## src/rtl/hsv2rgb_pkg.sv

```systemverilog
// Shared types, widths and constants of the HSV to RGB converter.
package hsv2rgb_pkg;

	localparam int unsigned CHANNEL_BITS = 8;
	localparam int unsigned HUE_BITS     = 9;
	localparam int unsigned CMAX         = (1 << CHANNEL_BITS) - 1;
	localparam int unsigned HUE_FULL     = 360;
	localparam int unsigned SECTOR_DEG   = 60;

	// Common denominator of every channel: one full sector times full scale.
	localparam int unsigned DIV     = SECTOR_DEG * CMAX;
	localparam int unsigned DEF_W   = $clog2(SECTOR_DEG + 1);
	localparam int unsigned TERM_W  = CHANNEL_BITS + DEF_W;
	localparam int unsigned INNER_W = $clog2(DIV + 1);
	localparam int unsigned NUM_W   = CHANNEL_BITS + INNER_W;

	// floor(2^NUM_W / DIV): the estimate it gives is short by at most one.
	localparam longint unsigned RECIP = (64'd1 << NUM_W) / DIV;
	localparam int unsigned RECIP_W   = $clog2(RECIP + 1);
	localparam int unsigned PROD_W    = NUM_W + RECIP_W;

	// Pipeline depth from input register to output register.
	localparam int unsigned DEPTH = 5;

	typedef logic [CHANNEL_BITS-1:0]   chan_t;
	typedef logic [HUE_BITS-1:0]       hue_t;
	typedef logic [DEF_W-1:0]          deficit_t;
	typedef logic [TERM_W-1:0]         term_t;
	typedef logic [INNER_W-1:0]        inner_t;
	typedef logic [NUM_W-1:0]          num_t;
	typedef logic [RECIP_W-1:0]        recip_t;
	typedef logic [PROD_W-1:0]         prod_t;
	typedef logic [3*CHANNEL_BITS-1:0] packed_t;

	// Six 60-degree hue sectors, named by the colors at their ends.
	typedef enum logic [2:0] {
		SEC_RED_YELLOW,
		SEC_YELLOW_GREEN,
		SEC_GREEN_CYAN,
		SEC_CYAN_BLUE,
		SEC_BLUE_MAGENTA,
		SEC_MAGENTA_RED
	} sector_t;

endpackage

```

## src/rtl/hsv2rgb_if.sv

```systemverilog
// Valid/ready channel interfaces for HSV items in and RGB items out.
interface hsv2rgb_hsv_if;
	logic                 valid;
	logic                 ready;
	hsv2rgb_pkg::hue_t    hue;
	hsv2rgb_pkg::chan_t   saturation;
	hsv2rgb_pkg::chan_t   brightness;

	modport source (output valid, hue, saturation, brightness, input ready);
	modport sink   (input valid, hue, saturation, brightness, output ready);
endinterface

interface hsv2rgb_rgb_if;
	logic                 valid;
	logic                 ready;
	hsv2rgb_pkg::chan_t   red;
	hsv2rgb_pkg::chan_t   green;
	hsv2rgb_pkg::chan_t   blue;
	hsv2rgb_pkg::packed_t packed_color;

	modport source (output valid, red, green, blue, packed_color, input ready);
	modport sink   (input valid, red, green, blue, packed_color, output ready);
endinterface

```

## src/rtl/hsv_to_rgb_top.sv

```systemverilog
// HSV to RGB converter: five-stage pipeline from hue, saturation, value to a pixel.
//
// Channels: hsv takes one color item (hue in degrees, saturation and
// brightness as fractions of full scale), rgb delivers one pixel item
// (red, green, blue and the packed word with red in the high byte).
// Both use valid/ready; an item moves at a clock edge with both high.
// Hue values of 360 and above wrap by 360.
//
// Throughput is one item per cycle while the receiver keeps rgb.ready high;
// the stage that divides by 60 * full scale with a reciprocal multiply and
// a one-step correction sets the depth.
//
// Each stage holds its own valid bit and moves whenever the stage after it
// is empty or moving, so bubbles close up. When the receiver stalls, the
// output register holds its item and up to four more items are still taken
// before hsv.ready falls. Reset empties the pipeline; no item is lost or
// repeated across a stall.
module hsv_to_rgb_top (
	input  logic                 clk,
	input  logic                 arst_n,
	hsv2rgb_hsv_if.sink          hsv,
	hsv2rgb_rgb_if.source        rgb
);

	// Stage valid bits and per-stage advance enables.
	logic valid_s1, valid_s2, valid_s3, valid_s4, valid_s5;
	logic adv_s1, adv_s2, adv_s3, adv_s4, adv_s5;

	assign adv_s5 = !valid_s5 || rgb.ready;
	assign adv_s4 = !valid_s4 || adv_s5;
	assign adv_s3 = !valid_s3 || adv_s4;
	assign adv_s2 = !valid_s2 || adv_s3;
	assign adv_s1 = !valid_s1 || adv_s2;
	assign hsv.ready = adv_s1;

	// Stage 1 logic: sector decode and per-channel weight deficit (60 - w).
	hsv2rgb_pkg::hue_t     hue_wrap;
	hsv2rgb_pkg::sector_t  sector;
	hsv2rgb_pkg::hue_t     sector_base;
	hsv2rgb_pkg::deficit_t frac;
	hsv2rgb_pkg::deficit_t def_mid;
	hsv2rgb_pkg::deficit_t def_full;
	hsv2rgb_pkg::deficit_t def_in [3];

	always_comb begin
		hue_wrap = (hsv.hue >= hsv2rgb_pkg::hue_t'(hsv2rgb_pkg::HUE_FULL))
			? hsv.hue - hsv2rgb_pkg::hue_t'(hsv2rgb_pkg::HUE_FULL) : hsv.hue;
		if (hue_wrap >= hsv2rgb_pkg::hue_t'(5 * hsv2rgb_pkg::SECTOR_DEG)) begin
			sector = hsv2rgb_pkg::SEC_MAGENTA_RED;
		end else if (hue_wrap >= hsv2rgb_pkg::hue_t'(4 * hsv2rgb_pkg::SECTOR_DEG)) begin
			sector = hsv2rgb_pkg::SEC_BLUE_MAGENTA;
		end else if (hue_wrap >= hsv2rgb_pkg::hue_t'(3 * hsv2rgb_pkg::SECTOR_DEG)) begin
			sector = hsv2rgb_pkg::SEC_CYAN_BLUE;
		end else if (hue_wrap >= hsv2rgb_pkg::hue_t'(2 * hsv2rgb_pkg::SECTOR_DEG)) begin
			sector = hsv2rgb_pkg::SEC_GREEN_CYAN;
		end else if (hue_wrap >= hsv2rgb_pkg::hue_t'(hsv2rgb_pkg::SECTOR_DEG)) begin
			sector = hsv2rgb_pkg::SEC_YELLOW_GREEN;
		end else begin
			sector = hsv2rgb_pkg::SEC_RED_YELLOW;
		end
	end

	always_comb begin
		sector_base = hsv2rgb_pkg::hue_t'(sector) *
			hsv2rgb_pkg::hue_t'(hsv2rgb_pkg::SECTOR_DEG);
		frac = hsv2rgb_pkg::deficit_t'(hue_wrap - sector_base);
		def_full = hsv2rgb_pkg::deficit_t'(hsv2rgb_pkg::SECTOR_DEG);
		// The middle channel rises through even sectors and falls through odd ones.
		def_mid = sector[0] ? frac : def_full - frac;
		case (sector)
			hsv2rgb_pkg::SEC_RED_YELLOW: begin
				def_in[0] = '0;       def_in[1] = def_mid;  def_in[2] = def_full;
			end
			hsv2rgb_pkg::SEC_YELLOW_GREEN: begin
				def_in[0] = def_mid;  def_in[1] = '0;       def_in[2] = def_full;
			end
			hsv2rgb_pkg::SEC_GREEN_CYAN: begin
				def_in[0] = def_full; def_in[1] = '0;       def_in[2] = def_mid;
			end
			hsv2rgb_pkg::SEC_CYAN_BLUE: begin
				def_in[0] = def_full; def_in[1] = def_mid;  def_in[2] = '0;
			end
			hsv2rgb_pkg::SEC_BLUE_MAGENTA: begin
				def_in[0] = def_mid;  def_in[1] = def_full; def_in[2] = '0;
			end
			default: begin
				def_in[0] = '0;       def_in[1] = def_full; def_in[2] = def_mid;
			end
		endcase
	end

	hsv2rgb_pkg::chan_t    sat_s1, val_s1;
	hsv2rgb_pkg::deficit_t def_s1 [3];

	// Stage 2 logic: inner = 60*CMAX - S*deficit, equal to S*w + 60*(CMAX - S).
	hsv2rgb_pkg::chan_t    val_s2;
	hsv2rgb_pkg::inner_t   inner_s2 [3];
	hsv2rgb_pkg::inner_t   inner_d  [3];

	always_comb begin
		for (int c = 0; c < 3; c++) begin
			inner_d[c] = hsv2rgb_pkg::inner_t'(hsv2rgb_pkg::DIV) -
				hsv2rgb_pkg::inner_t'(hsv2rgb_pkg::term_t'(sat_s1) *
				hsv2rgb_pkg::term_t'(def_s1[c]));
		end
	end

	// Stage 3 logic: numerator V * inner.
	hsv2rgb_pkg::num_t num_s3 [3];
	hsv2rgb_pkg::num_t num_d  [3];

	always_comb begin
		for (int c = 0; c < 3; c++) begin
			num_d[c] = hsv2rgb_pkg::num_t'(val_s2) * hsv2rgb_pkg::num_t'(inner_s2[c]);
		end
	end

	// Stage 4 logic: quotient estimate by reciprocal multiply.
	hsv2rgb_pkg::num_t  num_s4  [3];
	hsv2rgb_pkg::chan_t qest_s4 [3];
	hsv2rgb_pkg::chan_t qest_d  [3];
	hsv2rgb_pkg::prod_t qprod   [3];

	always_comb begin
		for (int c = 0; c < 3; c++) begin
			qprod[c] = hsv2rgb_pkg::prod_t'(num_s3[c]) *
				hsv2rgb_pkg::prod_t'(hsv2rgb_pkg::recip_t'(hsv2rgb_pkg::RECIP));
			qest_d[c] = hsv2rgb_pkg::chan_t'(qprod[c] >> hsv2rgb_pkg::NUM_W);
		end
	end

	// Stage 5 logic: the estimate is exact or one short; the remainder decides.
	hsv2rgb_pkg::chan_t chan_s5 [3];
	hsv2rgb_pkg::chan_t chan_d  [3];
	hsv2rgb_pkg::num_t  rem     [3];

	always_comb begin
		for (int c = 0; c < 3; c++) begin
			rem[c] = num_s4[c] - hsv2rgb_pkg::num_t'(qest_s4[c]) *
				hsv2rgb_pkg::num_t'(hsv2rgb_pkg::DIV);
			chan_d[c] = (rem[c] >= hsv2rgb_pkg::num_t'(hsv2rgb_pkg::DIV))
				? qest_s4[c] + 1'b1 : qest_s4[c];
		end
	end

	// Valid bits.
	always_ff @(posedge clk or negedge arst_n) begin
		if (!arst_n) begin
			valid_s1 <= 1'b0;
			valid_s2 <= 1'b0;
			valid_s3 <= 1'b0;
			valid_s4 <= 1'b0;
			valid_s5 <= 1'b0;
		end else begin
			if (adv_s1) valid_s1 <= hsv.valid;
			if (adv_s2) valid_s2 <= valid_s1;
			if (adv_s3) valid_s3 <= valid_s2;
			if (adv_s4) valid_s4 <= valid_s3;
			if (adv_s5) valid_s5 <= valid_s4;
		end
	end

	// Payload registers.
	always_ff @(posedge clk) begin
		if (adv_s1) begin
			sat_s1 <= hsv.saturation;
			val_s1 <= hsv.brightness;
			def_s1 <= def_in;
		end
		if (adv_s2) begin
			val_s2   <= val_s1;
			inner_s2 <= inner_d;
		end
		if (adv_s3) begin
			num_s3 <= num_d;
		end
		if (adv_s4) begin
			num_s4  <= num_s3;
			qest_s4 <= qest_d;
		end
		if (adv_s5) begin
			chan_s5 <= chan_d;
		end
	end

	assign rgb.valid        = valid_s5;
	assign rgb.red          = chan_s5[0];
	assign rgb.green        = chan_s5[1];
	assign rgb.blue         = chan_s5[2];
	assign rgb.packed_color = {chan_s5[0], chan_s5[1], chan_s5[2]};

endmodule

```

## src/flat_wrapper.sv

```systemverilog
// flat-port wrapper written by rule: the top's interface ports become plain ports
module hsv_to_rgb_top_flat 
  (clk, arst_n, hsv_valid, hsv_hue, hsv_saturation, hsv_brightness, hsv_ready, rgb_valid, rgb_red, rgb_green, rgb_blue, rgb_packed_color, rgb_ready);
  hsv2rgb_hsv_if hsv_i ();
  hsv2rgb_rgb_if rgb_i ();
  input  logic clk;
  input  logic arst_n;
  input wire logic [$bits(hsv_i.valid)-1:0] hsv_valid;
  input wire logic [$bits(hsv_i.hue)-1:0] hsv_hue;
  input wire logic [$bits(hsv_i.saturation)-1:0] hsv_saturation;
  input wire logic [$bits(hsv_i.brightness)-1:0] hsv_brightness;
  output wire logic [$bits(hsv_i.ready)-1:0] hsv_ready;
  output wire logic [$bits(rgb_i.valid)-1:0] rgb_valid;
  output wire logic [$bits(rgb_i.red)-1:0] rgb_red;
  output wire logic [$bits(rgb_i.green)-1:0] rgb_green;
  output wire logic [$bits(rgb_i.blue)-1:0] rgb_blue;
  output wire logic [$bits(rgb_i.packed_color)-1:0] rgb_packed_color;
  input wire logic [$bits(rgb_i.ready)-1:0] rgb_ready;
  assign hsv_i.valid = hsv_valid;
  assign hsv_i.hue = hsv_hue;
  assign hsv_i.saturation = hsv_saturation;
  assign hsv_i.brightness = hsv_brightness;
  assign hsv_ready = hsv_i.ready;
  assign rgb_valid = rgb_i.valid;
  assign rgb_red = rgb_i.red;
  assign rgb_green = rgb_i.green;
  assign rgb_blue = rgb_i.blue;
  assign rgb_packed_color = rgb_i.packed_color;
  assign rgb_i.ready = rgb_ready;
  hsv_to_rgb_top u_core (.clk(clk), .arst_n(arst_n), .hsv(hsv_i), .rgb(rgb_i));
endmodule
```

## config.mk

```make
export PLATFORM = sky130hd
export DESIGN_NAME = hsv_to_rgb_top_flat
export DESIGN_NICKNAME = d
export VERILOG_FILES = /design/src/rtl/hsv2rgb_pkg.sv /design/src/rtl/hsv2rgb_if.sv /design/src/rtl/hsv_to_rgb_top.sv /design/src/flat_wrapper.sv
export SDC_FILE = /design/constraint.sdc
export NUM_CORES = 2
export LEC_CHECK = 0
export ABC_AREA = 1
export BUFFER_PORTS_ARGS = -buffer_cell sky130_fd_sc_hd__buf_2
export CAP_MARGIN = 20
export CORE_ASPECT_RATIO = 0.75
export CORE_MARGIN = 1
export CORE_UTILIZATION = 64
export CTS_BUF_LIST = sky130_fd_sc_hd__clkbuf_8
export DETAILED_ROUTE_END_ITERATION = 8
export HOLD_SLACK_MARGIN = 0.12
export PLACE_DENSITY = 0.8
export SETUP_SLACK_MARGIN = 0.02
export SLEW_MARGIN = 20
export SYNTH_ARGS = -nofsm -noshare
export SYNTH_HDL_FRONTEND = slang
export SYNTH_SLANG_ARGS = --single-unit
export TNS_END_PERCENT = 30
```

## constraint.sdc

```tcl
create_clock -name clk -period 16.8 [get_ports clk]
set_input_delay 0 -clock clk [delete_from_list [all_inputs] [get_ports clk]]
set_output_delay 0 -clock clk [all_outputs]
set_load 0.01 [all_outputs]
```

# Yosys cells after proc, flatten, opt, wreduce, memory -nomap -nowiden
# Index checks and enable logic that the tools add are counted.
# classes
n_reduce_logical	11
n_lt_le_gt_ge	9
eq_ne	4
muxes	11
add_sub_neg	12
n_mul	13
# ops
operator	count
$pmux W18 S5	1
$mul A22 B8 Y29 const B	3
$ge A22 B14 Y1 const B	3
$mul A8 B14 Y22	3
$sub A22 B22 Y22	3
$mul A8 B12 Y20 const B	3
$mul A8 B6 Y14	3
$sub A14 B14 Y14 const A	3
$add A8 B1 Y8 const B	3
$mux W8	3
$ge A9 B8 Y1 const B	2
$ge A9 B9 Y1 const B	2
$mux W3	4
$ge A9 B6 Y1 const B	1
$ge A9 B7 Y1 const B	1
$mux W9	1
$sub A9 B9 Y9 const B	1
$eq A3 B2 Y1 const B	2
$mux W6	1
$sub A6 B6 Y6	1
$sub A6 B6 Y6 const A	1
$logic_not A1 Y1	5
$logic_or A1 B1 Y1	5
$mul A3 B4 Y4 const B	1
other kinds (4)	4
# totals
inputBits	29
ff_bits	269
output_inout_bits	50

# Logic depth before layout (Yosys ltp)
# depth
depth_word	13
ltp_mapped	32
depth_no_buf	32

# Worst setup path after synthesis
# Ideal clock, no wire load.
# synth_timing
path_kind	register -> register
from	reg u_core.valid_s5, in the netlist u_core.rgb.valid
to	reg u_core.inner_s2[0] (netlist name), enable pin
path_buffers	0
path_stages_with_launch	10
slack_ns	10.940
period_less_slack_ns	5.860
setup_ns	0.404
arrival_ns	5.456
cell_sequence	dfrtp_1 inv_1 nor2_1 inv_1 nor2_1 inv_1 nor2_1 inv_1 nor2_1 inv_1
# synth_between
elab_chain_len	5
# synth_rtl
element	line_no	text
start: declaration	hsv_to_rgb_top.sv:26	logic valid_s1, valid_s2, valid_s3, valid_s4, valid_s5;
start signal: assignment	hsv_to_rgb_top.sv:159	if (adv_s5) valid_s5 <= valid_s4;
$logic_not A1 Y1	hsv_to_rgb_top.sv:29	assign adv_s5 = !valid_s5 || rgb.ready;
$logic_or A1 B1 Y1	hsv_to_rgb_top.sv:29	
net u_core.adv_s5	hsv_to_rgb_top.sv:27	logic adv_s1, adv_s2, adv_s3, adv_s4, adv_s5;
$logic_or A1 B1 Y1	hsv_to_rgb_top.sv:30	assign adv_s4 = !valid_s4 || adv_s5;
net u_core.adv_s4	hsv_to_rgb_top.sv:27	
$logic_or A1 B1 Y1	hsv_to_rgb_top.sv:31	assign adv_s3 = !valid_s3 || adv_s4;
net u_core.adv_s3	hsv_to_rgb_top.sv:27	
$logic_or A1 B1 Y1	hsv_to_rgb_top.sv:32	assign adv_s2 = !valid_s2 || adv_s3;
net u_core.adv_s2	hsv_to_rgb_top.sv:27	
end signal: assignment	hsv_to_rgb_top.sv:172	inner_s2 <= inner_d;
end: declaration	hsv_to_rgb_top.sv:97	hsv2rgb_pkg::inner_t inner_s2 [3];
# The timed path passes the listed nets, and every way through them passes these cells.
# A chain may end at the register's enable or synchronous reset.

==> flow_summary.ini <==
[yosys]
synthTopCellsByArea = fa_1 21%, ha_1 20%, edfxtp_1 19%, inv_1 12%, nand2_1 10%
synth_cell_types = 45
synthCells = 4977
ys_seq_elements = 263
syn_area_um2 = 40400
yosysTopAreaCellShare_pct = 20.61
synth.yosys.warnings = 0
synth_area_per_cell_um2 = 8.117
syn_nets = 6063
yosysTopAreaCell = fa_1
synth_seq_area_share_pct = 19.49

[placed_design]
post-place-cells = 5736
place.gp.congestion = 0.9549
place.detailed.hpwl_um = 70080
io_buffer_count = 78

[final_layout]
area_growth_pct = 5.835
drive_above_1_share_pct = 4.028
layout.cells.non_filler = 5874
nNetsFinal = 6109
multiInputGateArea_um2 = 26970
ff_latch_area_um2 = 7873
diodes = 0
final_common_cell = inv_1
final_cell_mix = 1305 x inv_1, 1116 x nand2_1, 641 x ha_1
fillCellCount = 4931

[critical_path]
path_class = flop to flop
slowest_delay_ps = 730
critPathTopFamily = adder cells
path_max_fanout = 9
worst-path-buf-inv = 2
endpoint_kind = flop
cp.required_ps = 17220
crit_path_start_kind = flop
cpMostUsedCell = fa_1
reg2reg_setup_slack_ps = 10350
cp_data_arrival_time_ps = 6870
r2r_start = u_core.qest_s4[5]$_DFFE_PP_
rr_endpoint = u_core.rgb.blue[3]$_DFFE_PP_
reg2regPathDepth = 25
cpMaxStageDelayCell = fa_1

[cts]
root_buffer = clkbuf_8
clkLatencyLatePin_ps = 670
cts_tree = built
clk_path_buf_depth = 3
clkTransAtPathRegs_ps = 80
cts_resized = 0
cts.sinks = 263
htree_levels = 2
cts_buffers = 49

[hold_path]
hp-class = input pin to flop
min_to = u_core.def_s1[6]$_DFFE_PP_
holdPathStages = 6
holdCritStartpoint = hsv_hue[4]

[floorplanning]
dieHeight_um = 219.6
die-area_um2 = 64140
die_x_um = 292.1
ios = 79
num_rows = 79
initial_utilization_pct = 64.98
core_area_um2 = 62170

[drt]
wire_per_inst_um = 14.69
drt_iter0_drc = 2054
wirelength_um = 86300
ant_nets = 0
routed_via_density = 5.276
drc = 0
vias = 30990
drtPass1Iterations = 6

[global_route]
met1_usage_pct = 39.95
grt_pass1_vias = 31610
grtUsageTotal_pct = 28.34
grt_overflow = 0
top_usage_layer = met2
antenna_found_initial = 0
grt_pass1_wl_um = 149500
grt_max_degree = 69
grt_use_met3_pct = 3.469
use_met2_pct = 47.19

[flow_run]
drv_cap = 0

[timing]
setup-tns-final_ps = 0
worst_slew_pin_slew_ps = 923.7
worst_clock_skew_ps = 43.88
finalCriticalPeriod_ps = 6446
min_period_over_period_pct = 38.37
setup_viol = 0
fmax_ghz = 0.1551
maxSlewViolCount = 0
finalHoldViolCount = 0
rsz0062_at_grt = no
relSlewSlack_pct = 38.42

[status]
status = finished clean
[flip-flops by register name, indices dropped and copies added, names as in the netlist]
register and count:
u_core.def_s1 18, u_core.inner_s2 42, u_core.num_s3 66, u_core.num_s4 60, u_core.qest_s4 24, u_core.rgb.blue 8, u_core.rgb.green 8, u_core.rgb.red 8
u_core.rgb.valid 1, u_core.sat_s1 8, u_core.val_s1 8, u_core.val_s2 8, u_core.valid_s1 1, u_core.valid_s2 1, u_core.valid_s3 1, u_core.valid_s4 1
[cells in the mapped netlist, drive strengths merged]
| master | n |
|---|---|
| nand3b | 15 |
| xor2 | 133 |
| dfrtp | 5 |
| o21ai | 111 |
| nor4 | 9 |
| ha | 641 |
| xnor2 | 55 |
| o2111ai | 6 |
| nor2 | 194 |
| a211oi | 2 |
| nand4 | 42 |
| or2 | 3 |
| nand2 | 1124 |
| clkbuf | 105 |
| a21oi | 234 |
| a31oi | 10 |
| buf | 36 |
| a21o | 22 |
| and3 | 3 |
| nand3 | 163 |
| a22oi | 1 |
| nor3 | 30 |
| inv | 1301 |
| o31ai | 8 |
| a21boi | 12 |
| fa | 416 |
| edfxtp | 258 |
| o21a | 8 |
| and2 | 6 |
| o21bai | 22 |
| o211ai | 2 |
[layout make-up]
class                           count  share of cell area (%)
Clock buffer                       53                   1.706
Clock inverter                     39                  0.7989
Inverter                         1301                   11.43
Multi-Input combinational cell   3272                   63.08
Sequential cell                   263                   18.41
Tap cell                          810                   2.370
Timing Repair Buffer              136                   2.201
[metrics by stage]
| stage | hold slack, ps | worst slack (ps) | instance area (um2) | utilization, % |
|---|---|---|---|---|
| after floorplan | -295.6 | 10940 | 40400 | - |
| after global placement | -176.1 | 10580 | 41220 | 66.30 |
| after detailed placement | -163.1 | 10420 | 41220 | 66.30 |
| after CTS | 167.3 | 10400 | 42750 | 68.77 |
| after global routing | 301.5 | 9770 | 42760 | 68.77 |
| final | 248.6 | 10350 | 42760 | 68.77 |
[metal layers]
| metal | up-vias | routed length, um |
|---|---|---|
| li1 | 15370 | - |
| met1 | 14670 | 40770 |
| met2 | 851 | 39180 |
| met3 | 93 | 5133 |
| met4 | 0 | 1216 |
| met5 | - | 0 |
[worst max path at each step]
stage,end,start,depth (start not counted),slack [ps]
6_report,u_core.rgb.blue[3]$_DFFE_PP_,u_core.qest_s4[5]$_DFFE_PP_,25,10350
5_1_grt,u_core.rgb.green[3]$_DFFE_PP_,u_core.qest_s4[13]$_DFFE_PP_,25,9770
4_1_cts,u_core.rgb.blue[3]$_DFFE_PP_,u_core.qest_s4[5]$_DFFE_PP_,25,10400
3_5_place_dp,u_core.rgb.blue[3]$_DFFE_PP_,u_core.qest_s4[5]$_DFFE_PP_,25,10420
3_3_place_gp,u_core.rgb.blue[3]$_DFFE_PP_,u_core.qest_s4[5]$_DFFE_PP_,25,10580
2_1_floorplan,u_core.inner_s2[0]$_DFFE_PP_,u_core.rgb.valid$_DFFE_PN0P_,9,10940
[cells by family after synthesis]
logic type / Yosys count / share of synthesized area [%]
buffers and inverters: 1442 / 13.75
XOR/XNOR: 188 / 4.076
flip-flops: 263 / 19.49
AND/OR/NAND/NOR: 1589 / 16.16
adder cells (fa/ha/maj): 1057 / 40.47
AO/OA/AOI/OAI: 438 / 6.064
[tightest hold or removal path: stages]
cell and delay (ps):
buf_2 100, o21ai_1 100, nor2_2 180, a21oi_2 160, nand2_1 120, nor3_1 70
[repair_timing]
action,in CTS,in global routing
setup buffers,0,0
setup endpoints to repair,0,0
hold buffers,46,0
hold endpoints to repair,81,0
Power is not shown: default switching activity piles up to over one toggle a cycle in this logic, so the estimate is an artifact.
